$ cat config.mk
export PLATFORM = sky130hd
export DESIGN_NAME = mlp_three_layer_inference
export DESIGN_NICKNAME = d
export VERILOG_FILES = /design/src/rtl/core/mlp3_pkg.sv /design/src/rtl/core/mlp_three_layer_inference.sv
export SDC_FILE = /design/constraint.sdc
export NUM_CORES = 2
export LEC_CHECK = 0
export BUFFER_PORTS_ARGS = -buffer_cell sky130_fd_sc_hd__buf_2
export CELL_PAD_IN_SITES_DETAIL_PLACEMENT = 2
export CELL_PAD_IN_SITES_GLOBAL_PLACEMENT = 2
export CORE_UTILIZATION = 35
export DETAILED_ROUTE_END_ITERATION = 16
export PLACE_DENSITY_LB_ADDON = 0.25
export SLEW_MARGIN = 20
export SYNTH_ARGS = -nofsm -noshare
export SYNTH_HDL_FRONTEND = slang
export SYNTH_SLANG_ARGS = --single-unit
$ cat constraint.sdc
create_clock -name i_clk -period 15.2 [get_ports i_clk]
set_input_delay 4.56 -clock i_clk [delete_from_list [all_inputs] [get_ports i_clk]]
set_output_delay 4.56 -clock i_clk [all_outputs]
set_load 0.03 [all_outputs]
$ cat src/rtl/core/mlp3_pkg.sv
`timescale 1ns / 1ps
// ----------------------------------------------------------------------------
// mlp3_pkg
// Shared types, constants and activation functions of the perceptron block.
// ----------------------------------------------------------------------------
package mlp3_pkg;

    localparam int INPUTS_DEF     = 4;
    localparam int HIDDEN_ONE_DEF = 4;
    localparam int HIDDEN_TWO_DEF = 4;
    localparam int OUTPUTS_DEF    = 3;

    localparam int FEAT_FIELDS  = 4;
    localparam int SCORE_FIELDS = 3;

    typedef enum logic [1:0] {
        ACT_SIGMOID = 2'd0,
        ACT_TANH    = 2'd1,
        ACT_RELU    = 2'd2,
        ACT_LEAKY   = 2'd3
    } t_act;

    typedef enum logic {
        ACTION_LOAD  = 1'b0,
        ACTION_INFER = 1'b1
    } t_action;

    typedef enum logic [2:0] {
        ST_IDLE,
        ST_BIAS,
        ST_MAC,
        ST_ACT,
        ST_RANK,
        ST_OUT
    } t_state;

    // Piecewise-linear sigmoid on a 17-bit signed value; result 0..256.
    function automatic logic signed [17:0] plan_sigmoid(input logic signed [16:0] x);
        logic [16:0] a;
        logic [17:0] y;
        begin
            a = x[16] ? 17'(-x) : 17'(x);
            if (a >= 17'd1280)     y = 18'd256;
            else if (a >= 17'd608) y = 18'(a >> 5) + 18'd216;
            else if (a >= 17'd256) y = 18'(a >> 3) + 18'd160;
            else                   y = 18'(a >> 2) + 18'd128;
            plan_sigmoid = x[16] ? 18'(18'd256 - y) : y;
        end
    endfunction

    function automatic logic signed [15:0] activate(input logic [1:0] mode,
                                                    input logic signed [15:0] x);
        logic signed [17:0] s;
        logic signed [31:0] p;
        begin
            activate = x;
            case (mode)
                ACT_SIGMOID: begin
                    s = plan_sigmoid(17'(x));
                    activate = 16'(s);
                end
                ACT_TANH: begin
                    s = plan_sigmoid({x, 1'b0});
                    activate = 16'((s <<< 1) - 18'sd256);
                end
                ACT_RELU: activate = (x > 16'sd0) ? x : 16'sd0;
                default: begin
                    p = 32'(x) * 32'sd655 + 32'sd32768;
                    activate = (x > 16'sd0) ? x : 16'(p >>> 16);
                end
            endcase
        end
    endfunction

endpackage

$ cat src/rtl/core/mlp_three_layer_inference.sv
`timescale 1ns / 1ps
// ----------------------------------------------------------------------------
// mlp_three_layer_inference
// Fixed-point 4-4-4-3 perceptron forward pass with a shared MAC.
// ----------------------------------------------------------------------------
// Operation: a load beat is written to the parameter memory as it is accepted;
// an infer beat runs, per neuron, a bias state, a MAC state over its weights and
// an activation state, layer by layer, then a ranking state over the scores and
// an output state; all neurons share the single MAC.
// One item is in flight at a time: no beat is taken until the last result has
// left the output state. Reset (synchronous, active low) clears parameter memory.
module mlp_three_layer_inference #(
    parameter int INPUTS     = mlp3_pkg::INPUTS_DEF,
    parameter int HIDDEN_ONE = mlp3_pkg::HIDDEN_ONE_DEF,
    parameter int HIDDEN_TWO = mlp3_pkg::HIDDEN_TWO_DEF,
    parameter int OUTPUTS    = mlp3_pkg::OUTPUTS_DEF
) (
    input  logic        i_clk,
    input  logic        i_rst_n,
    input  logic        i_cfg_we,
    input  logic [1:0]  i_cfg_wdata,      // act_mode
    input  logic        s_axis_tvalid,
    output logic        s_axis_tready,
    // tdata: param_index[5:0], param_value[21:6], feature_0..3 [37:22]..[85:70]
    input  logic [87:0] s_axis_tdata,
    input  logic        s_axis_tuser,     // action
    output logic        m_axis_tvalid,
    input  logic        m_axis_tready,
    // tdata: score_0[15:0], score_1[31:16], score_2[47:32], best_class[49:48]
    output logic [55:0] m_axis_tdata
);
    // Store layout follows the layer sizes.
    localparam int W2B   = INPUTS * HIDDEN_ONE;
    localparam int W3B   = W2B + HIDDEN_ONE * HIDDEN_TWO;
    localparam int B1B   = W3B + HIDDEN_TWO * OUTPUTS;
    localparam int B2B   = B1B + HIDDEN_ONE;
    localparam int B3B   = B2B + HIDDEN_TWO;
    localparam int DEPTH = B3B + OUTPUTS;
    localparam int AW    = $clog2(DEPTH + 1);
    localparam int LW    = 5;   // up to 16 neurons per layer, count holds 16
    localparam int MAXN  = 16;

    // Parameter memory with registered read.
    logic signed [15:0] r_mem [DEPTH];
    logic signed [15:0] r_rd;
    logic [AW-1:0]      rd_addr;
    logic               mem_we;
    logic [AW-1:0]      mem_wa;
    logic signed [15:0] mem_wd;

    always_ff @(posedge i_clk) begin
        if (mem_we) begin
            r_mem[mem_wa] <= mem_wd;
        end
        r_rd <= r_mem[rd_addr];
    end

    // Layer buffers: source values and destination values.
    logic signed [15:0] r_src [MAXN];
    logic signed [15:0] r_dst [MAXN];

    mlp3_pkg::t_state r_state, n_state;
    logic [1:0]     r_act;
    logic [1:0]     r_layer;
    logic [LW-1:0]  r_nrn;
    logic [LW-1:0]  r_j;
    logic [AW-1:0]  r_wptr;
    logic [AW:0]    r_clr;
    logic signed [39:0] r_acc;
    logic signed [31:0] r_prod;
    logic           r_pv;
    logic [1:0]     r_best;
    logic signed [15:0] r_bval;
    logic [LW-1:0]  r_rk;
    logic [55:0]    r_out;
    logic           r_ovalid;

    logic [LW-1:0] n_in, n_out;
    logic [AW-1:0] b_base;
    logic          clearing;
    logic          load_ok;
    logic signed [39:0] acc_fin;
    logic signed [31:0] shifted;
    logic signed [15:0] sat;

    assign clearing = !r_clr[AW];

    always_comb begin
        case (r_layer)
            2'd0: begin n_in = LW'(INPUTS);     n_out = LW'(HIDDEN_ONE); b_base = AW'(B1B); end
            2'd1: begin n_in = LW'(HIDDEN_ONE); n_out = LW'(HIDDEN_TWO); b_base = AW'(B2B); end
            default: begin
                n_in = LW'(HIDDEN_TWO); n_out = LW'(OUTPUTS); b_base = AW'(B3B);
            end
        endcase
    end

    assign s_axis_tready = (r_state == mlp3_pkg::ST_IDLE) && !clearing;
    assign load_ok = (32'(s_axis_tdata[5:0]) < DEPTH);

    always_comb begin
        mem_we = 1'b0;
        mem_wa = AW'(r_clr[AW-1:0]);
        mem_wd = '0;
        if (clearing) begin
            mem_we = 1'b1;
        end else if (s_axis_tvalid && s_axis_tready &&
                     s_axis_tuser == mlp3_pkg::ACTION_LOAD && load_ok) begin
            mem_we = 1'b1;
            mem_wa = AW'(s_axis_tdata[5:0]);
            mem_wd = s_axis_tdata[21:6];
        end
    end

    // Read address: bias in ST_BIAS, else the running weight pointer.
    always_comb begin
        if (r_state == mlp3_pkg::ST_BIAS) rd_addr = b_base + AW'(r_nrn);
        else                              rd_addr = r_wptr;
    end

    // The final product lands in r_prod the cycle after the last weight reaches r_rd.
    assign acc_fin  = r_acc + (r_pv ? 40'(r_prod) : 40'sd0);
    assign shifted  = 32'(acc_fin >>> 8);
    assign sat = (acc_fin > 40'sd8388607)  ? 16'sh7fff :
                 (acc_fin < -40'sd8388608) ? -16'sh8000 : 16'(shifted);

    always_comb begin
        n_state = r_state;
        case (r_state)
            mlp3_pkg::ST_IDLE:
                if (s_axis_tvalid && s_axis_tready &&
                    s_axis_tuser == mlp3_pkg::ACTION_INFER) begin
                    n_state = mlp3_pkg::ST_BIAS;
                end
            mlp3_pkg::ST_BIAS: n_state = mlp3_pkg::ST_MAC;
            mlp3_pkg::ST_MAC:
                if (r_j == n_in) n_state = mlp3_pkg::ST_ACT;
            mlp3_pkg::ST_ACT:
                if (r_nrn + LW'(1) < n_out)  n_state = mlp3_pkg::ST_BIAS;
                else if (r_layer == 2'd2)    n_state = mlp3_pkg::ST_RANK;
                else                         n_state = mlp3_pkg::ST_BIAS;
            mlp3_pkg::ST_RANK:
                if (r_rk == LW'(mlp3_pkg::SCORE_FIELDS - 1)) n_state = mlp3_pkg::ST_OUT;
            mlp3_pkg::ST_OUT:
                if (!r_ovalid || m_axis_tready) n_state = mlp3_pkg::ST_IDLE;
            default: n_state = mlp3_pkg::ST_IDLE;
        endcase
    end

    logic signed [15:0] rk_val;
    always_comb begin
        rk_val = (r_rk < LW'(OUTPUTS)) ? r_dst[r_rk[3:0]] : 16'sd0;
    end

    always_ff @(posedge i_clk) begin
        if (!i_rst_n) begin
            r_state  <= mlp3_pkg::ST_IDLE;
            r_act    <= mlp3_pkg::ACT_LEAKY;
            r_clr    <= '0;
            r_ovalid <= 1'b0;
            r_pv     <= 1'b0;
        end else begin
            r_state <= n_state;
            if (i_cfg_we) r_act <= i_cfg_wdata;
            if (clearing) begin
                r_clr <= (r_clr[AW-1:0] == AW'(DEPTH - 1)) ? {1'b1, {AW{1'b0}}} :
                                                             r_clr + 1'b1;
            end
            r_pv <= (r_state == mlp3_pkg::ST_MAC) && (r_j != LW'(0));
            if (r_state == mlp3_pkg::ST_OUT && (!r_ovalid || m_axis_tready)) begin
                r_ovalid <= 1'b1;
            end else if (m_axis_tready) begin
                r_ovalid <= 1'b0;
            end
        end
    end

    always_ff @(posedge i_clk) begin
        case (r_state)
            mlp3_pkg::ST_IDLE: begin
                for (int k = 0; k < mlp3_pkg::FEAT_FIELDS; k++) begin
                    r_src[k] <= s_axis_tdata[22 + 16*k +: 16];
                end
                for (int k = mlp3_pkg::FEAT_FIELDS; k < MAXN; k++) begin
                    r_src[k] <= '0;
                end
                r_layer <= 2'd0;
                r_nrn   <= '0;
                r_wptr  <= '0;
            end
            mlp3_pkg::ST_BIAS: begin
                r_j <= '0;
            end
            mlp3_pkg::ST_MAC: begin
                // r_rd holds the bias on entry, a weight thereafter.
                if (r_j == LW'(0)) r_acc <= 40'(r_rd) <<< 8;
                else if (r_pv)     r_acc <= r_acc + 40'(r_prod);
                if (r_j != n_in) begin
                    r_wptr <= r_wptr + 1'b1;
                end
                r_j <= r_j + 1'b1;
            end
            mlp3_pkg::ST_ACT: begin
                r_dst[r_nrn[3:0]] <= mlp3_pkg::activate(r_act, sat);
                if (r_nrn + LW'(1) < n_out) begin
                    r_nrn <= r_nrn + 1'b1;
                end else begin
                    r_nrn <= '0;
                    if (r_layer != 2'd2) begin
                        r_layer <= r_layer + 1'b1;
                        for (int k = 0; k < MAXN; k++) begin
                            r_src[k] <= (k == int'(r_nrn)) ?
                                mlp3_pkg::activate(r_act, sat) : r_dst[k];
                        end
                    end
                    r_rk    <= '0;
                    r_best  <= '0;
                    r_bval  <= '0;
                end
            end
            mlp3_pkg::ST_RANK: begin
                if (rk_val > r_bval) begin
                    r_bval <= rk_val;
                    r_best <= r_rk[1:0];
                end
                r_rk <= r_rk + 1'b1;
            end
            default: ;
        endcase
        if (r_state == mlp3_pkg::ST_OUT && (!r_ovalid || m_axis_tready)) begin
            for (int k = 0; k < mlp3_pkg::SCORE_FIELDS; k++) begin
                r_out[16*k +: 16] <= (k < OUTPUTS) ? r_dst[k] : 16'sd0;
            end
            r_out[49:48] <= r_best;
            r_out[55:50] <= '0;
        end
    end

    // Product of the weight just read and its source value.
    always_ff @(posedge i_clk) begin
        r_prod <= r_rd * r_src[(r_j == LW'(0)) ? 4'd0 : 4'(r_j - LW'(1))];
    end

    assign m_axis_tvalid = r_ovalid;
    assign m_axis_tdata  = r_out;

endmodule

==> impl_metrics.csv <==
group,metric,value,unit
run_status,status,"finished clean",
power_and_ir_drop,power.total,13.2,mW
worst_setup_path,path_class,"reg2reg",
worst_setup_path,cp-startpoint,"r_pv",
sta,holdWs,0.422,ns
cts,clk_latency,0.87,ns
placement,placed_cell_area,0.0903,sq mm
synthesis,synth-edff-count,1523,
cells_and_area,area_growth,13.0,%
worst_setup_path,slowest_stage,"dfxtp_1",
power_and_ir_drop,powerDensity,137,mW/mm^2
routing,drtIter0Drc,4355,
synthesis,ys_ff_latch,1589,
cts,cts.clk_slew.worst_paths,0.06,ns
cells_and_area,fin_area,0.0963,sq mm
global_routing,grt_max_degree,125,
sta,slew_headroom,25.4,%
global_routing,grt_pass1_wl,425000,um
die,ios,154,
worst_setup_path,slowest_delay,0.92,ns
die,core_area,0.241,sq mm
worst_setup_path,crit_required,15.68,ns
sta,fin_ws,2.45,ns
routing,finalWirelength,289000,um
job,maxCapViolCount,0,
sta,tightest_slew,1.12,ns
cts,cts_buffers,176,
synthesis,syn_inst,6526,
worst_setup_path,critPathMaxFanout,33,
worst_setup_path,cp.arrival,13.23,ns
global_routing,track_usage,23.5,%
sta,slew_viol_final,0,
cells_and_area,final_cell_mix,"1523 x edfxtp_1, 723 x nand2_1, 452 x inv_1",
sta,period_share,83.9,%
global_routing,grt_overflow,0,
cts,postCtsResizedCells,0,
worst_setup_path,rr_worst_depth,40,
synthesis,netlist_area,0.0853,sq mm
cts,cts_tree,"yes",
sta,finClkSkew,0.0827,ns
placement,place.gp.congestion,0.863,
sta,tns,0,ns
cells_and_area,nets,7390,
synthesis,synth_cell_types,102,
placement,place_ws,2.01,ns
routing,vias,56243,
die,num_rows,180,
cells_and_area,postLayoutCoreUtil,39.9,%
sta,rsz0062_at_grt,"no",
cts,cts-root-buf,"clkbuf_16",
sta,setup-violations-final,0,
worst_setup_path,worstSetupEndpointType,"flop",
cts,cts_hold_buf,0,
placement,port_buffers,145,
sta,hold_viol,0,
synthesis,synth_top_flop_cell,"edfxtp_1",
worst_setup_path,startpoint_type,"flop",
synthesis,synth-async-reset-ratio,0,%
die,initial_utilization,35.3,%
routing,viasPerCell,5.62,
placement,dp.cells,9675,
cells_and_area,drive_gt1_share,15.1,%
synthesis,syn_avg_cell_area,13.1,sq um
worst_setup_path,worst-r2r-setup-slack,2.45,ns
global_routing,antenna_found_initial,26,
cts,cts_num_sinks,1589,
worst_hold_path,hp-class,"reg2reg",
cts,clock_path_buffers,3,
worst_setup_path,timing.rr.end,"r_dst[14][12]",
synthesis,ys_seq_area_share,55.2,%
synthesis,ys.warnings.count,0,
routing,wire_per_inst,28.9,um
cts,htreeDepth,4,
routing,drc,0,
cts,post_cts_buffers,0,
die,dieArea,0.246,sq mm
cells_and_area,nFillCells,24276,
cells_and_area,fin_cells,10013,
routing,drtAntennaViolNets,0,
die,fp.dieW,496,um
placement,hpwl,196000,um
power_and_ir_drop,ir_drop,203,uV
worst_setup_path,rr_startpoint,"r_pv",
global_routing,grt_pass1_vias,61943,
worst_setup_path,crit_end,"r_dst[14][12]",
sta,fmax,78.4,MHz
power_and_ir_drop,total_leakage_power,35.4,nW
routing,dr.pass1.iters,5,
sta,period_needed,12.75,ns
die,die_h,496,um
cells_and_area,layout_commonest_cell,"edfxtp_1",
[power by group]
part           leakage (nW)  internal (mW)  switching, mW  total, mW
sequential             14.8           4.85         0.0234       4.87
clock                  2.86           2.48           1.92       4.41
combinational          17.8           1.67           2.25       3.92
total                  35.4           9.00           4.20       13.2
[synthesized netlist by cell type (33+ instances only)]
cell,count,share of area (%)
o21ai_0,208,1.2
nand3_1,123,0.72
xor2_1,59,0.61
clkbuf_1,290,1.3
a21o_1,75,0.66
nor3_1,54,0.32
nand2_1,726,3.2
and3_1,43,0.32
and2_1,158,1.2
fa_1,317,7.4
a21oi_1,391,2.3
inv_1,453,2.0
ha_1,307,4.5
a22oi_1,35,0.31
a211oi_1,128,1.1
mux4_2,321,8.5
nand2b_1,36,0.26
xnor2_1,104,1.1
buf_1,47,0.21
nor2b_1,55,0.40
dfxtp_1,66,1.5
edfxtp_1,1523,54
a221oi_1,35,0.36
a31oi_1,75,0.55
mux2i_1,33,0.39
nor2_1,422,1.9
[kinds of logic after synthesis]
family	Yosys count	synth area share [%]
compound gates	1193	8.90
xor+xnor	163	1.67
fa+ha+maj	624	11.9
buf+inv	828	3.76
flops	1589	55.2
mux	370	9.08
other cells	1	0.00440
simple gates	1758	9.48
[worst min-delay path by stage]
| stage | start | cells after the start | slack (ns) | end |
|---|---|---|---|---|
| 2_1_floorplan | r_best[0] | 0 | 0.40 | m_axis_tdata[48] |
| 3_3_place_gp | r_best[1] | 0 | 0.41 | m_axis_tdata[49] |
| 3_5_place_dp | r_best[1] | 0 | 0.42 | m_axis_tdata[49] |
| 4_1_cts | r_best[1] | 0 | 0.42 | m_axis_tdata[49] |
| 5_1_grt | r_best[1] | 0 | 0.45 | m_axis_tdata[49] |
| 6_report | r_best[1] | 0 | 0.42 | m_axis_tdata[49] |
[registers in the layout, summed over array words and instances, names as in the netlist, 6 cells and up, named ones only]
| signal | cells |
|---|---|
| r_mem | 880 |
| r_prod | 32 |
| r_acc | 40 |
| r_clr | 7 |
| r_wptr | 6 |
| r_rd | 16 |
| r_src | 256 |
| r_bval | 16 |
| r_dst | 256 |
| m_axis_tdata | 50 |
[final cells by class]
type                    instances  area (sq um)  area share [%]
diodes                          7          17.5          0.0182
clock buffers                 220          4620            4.79
clock inverters               109          1330            1.38
inverters                     457          1720            1.78
multi-input cells            4116         35400            36.7
flip-flops and latches       1589         47100            48.8
well taps                    3185          3990            4.14
repair buffers                330          2240            2.33
[worst max-delay path: cells and delay by family, from the launching register on]
family                   cells  cell delay [ns]
buffers and inverters        5             0.93
adder cells (fa/ha/maj)      5             1.20
multiplexers                 1             0.25
XOR/XNOR                     2             0.35
AO/OA/AOI/OAI               13             4.70
AND/OR/NAND/NOR             14             3.98
flip-flops                   1             0.92
[metal layers]
| metal | routed length, um | GRT usage, % | up-vias |
|---|---|---|---|
| met2 | 142000 | 39.8 | 1506 |
| met3 | 15100 | 3.64 | 337 |
| li1 | - | - | 24243 |
| met4 | 6800 | 5.98 | 12 |
| met1 | 125000 | 31.5 | 30145 |
| met5 | 83 | 0 | - |
(Power assumes the default switching activity.)
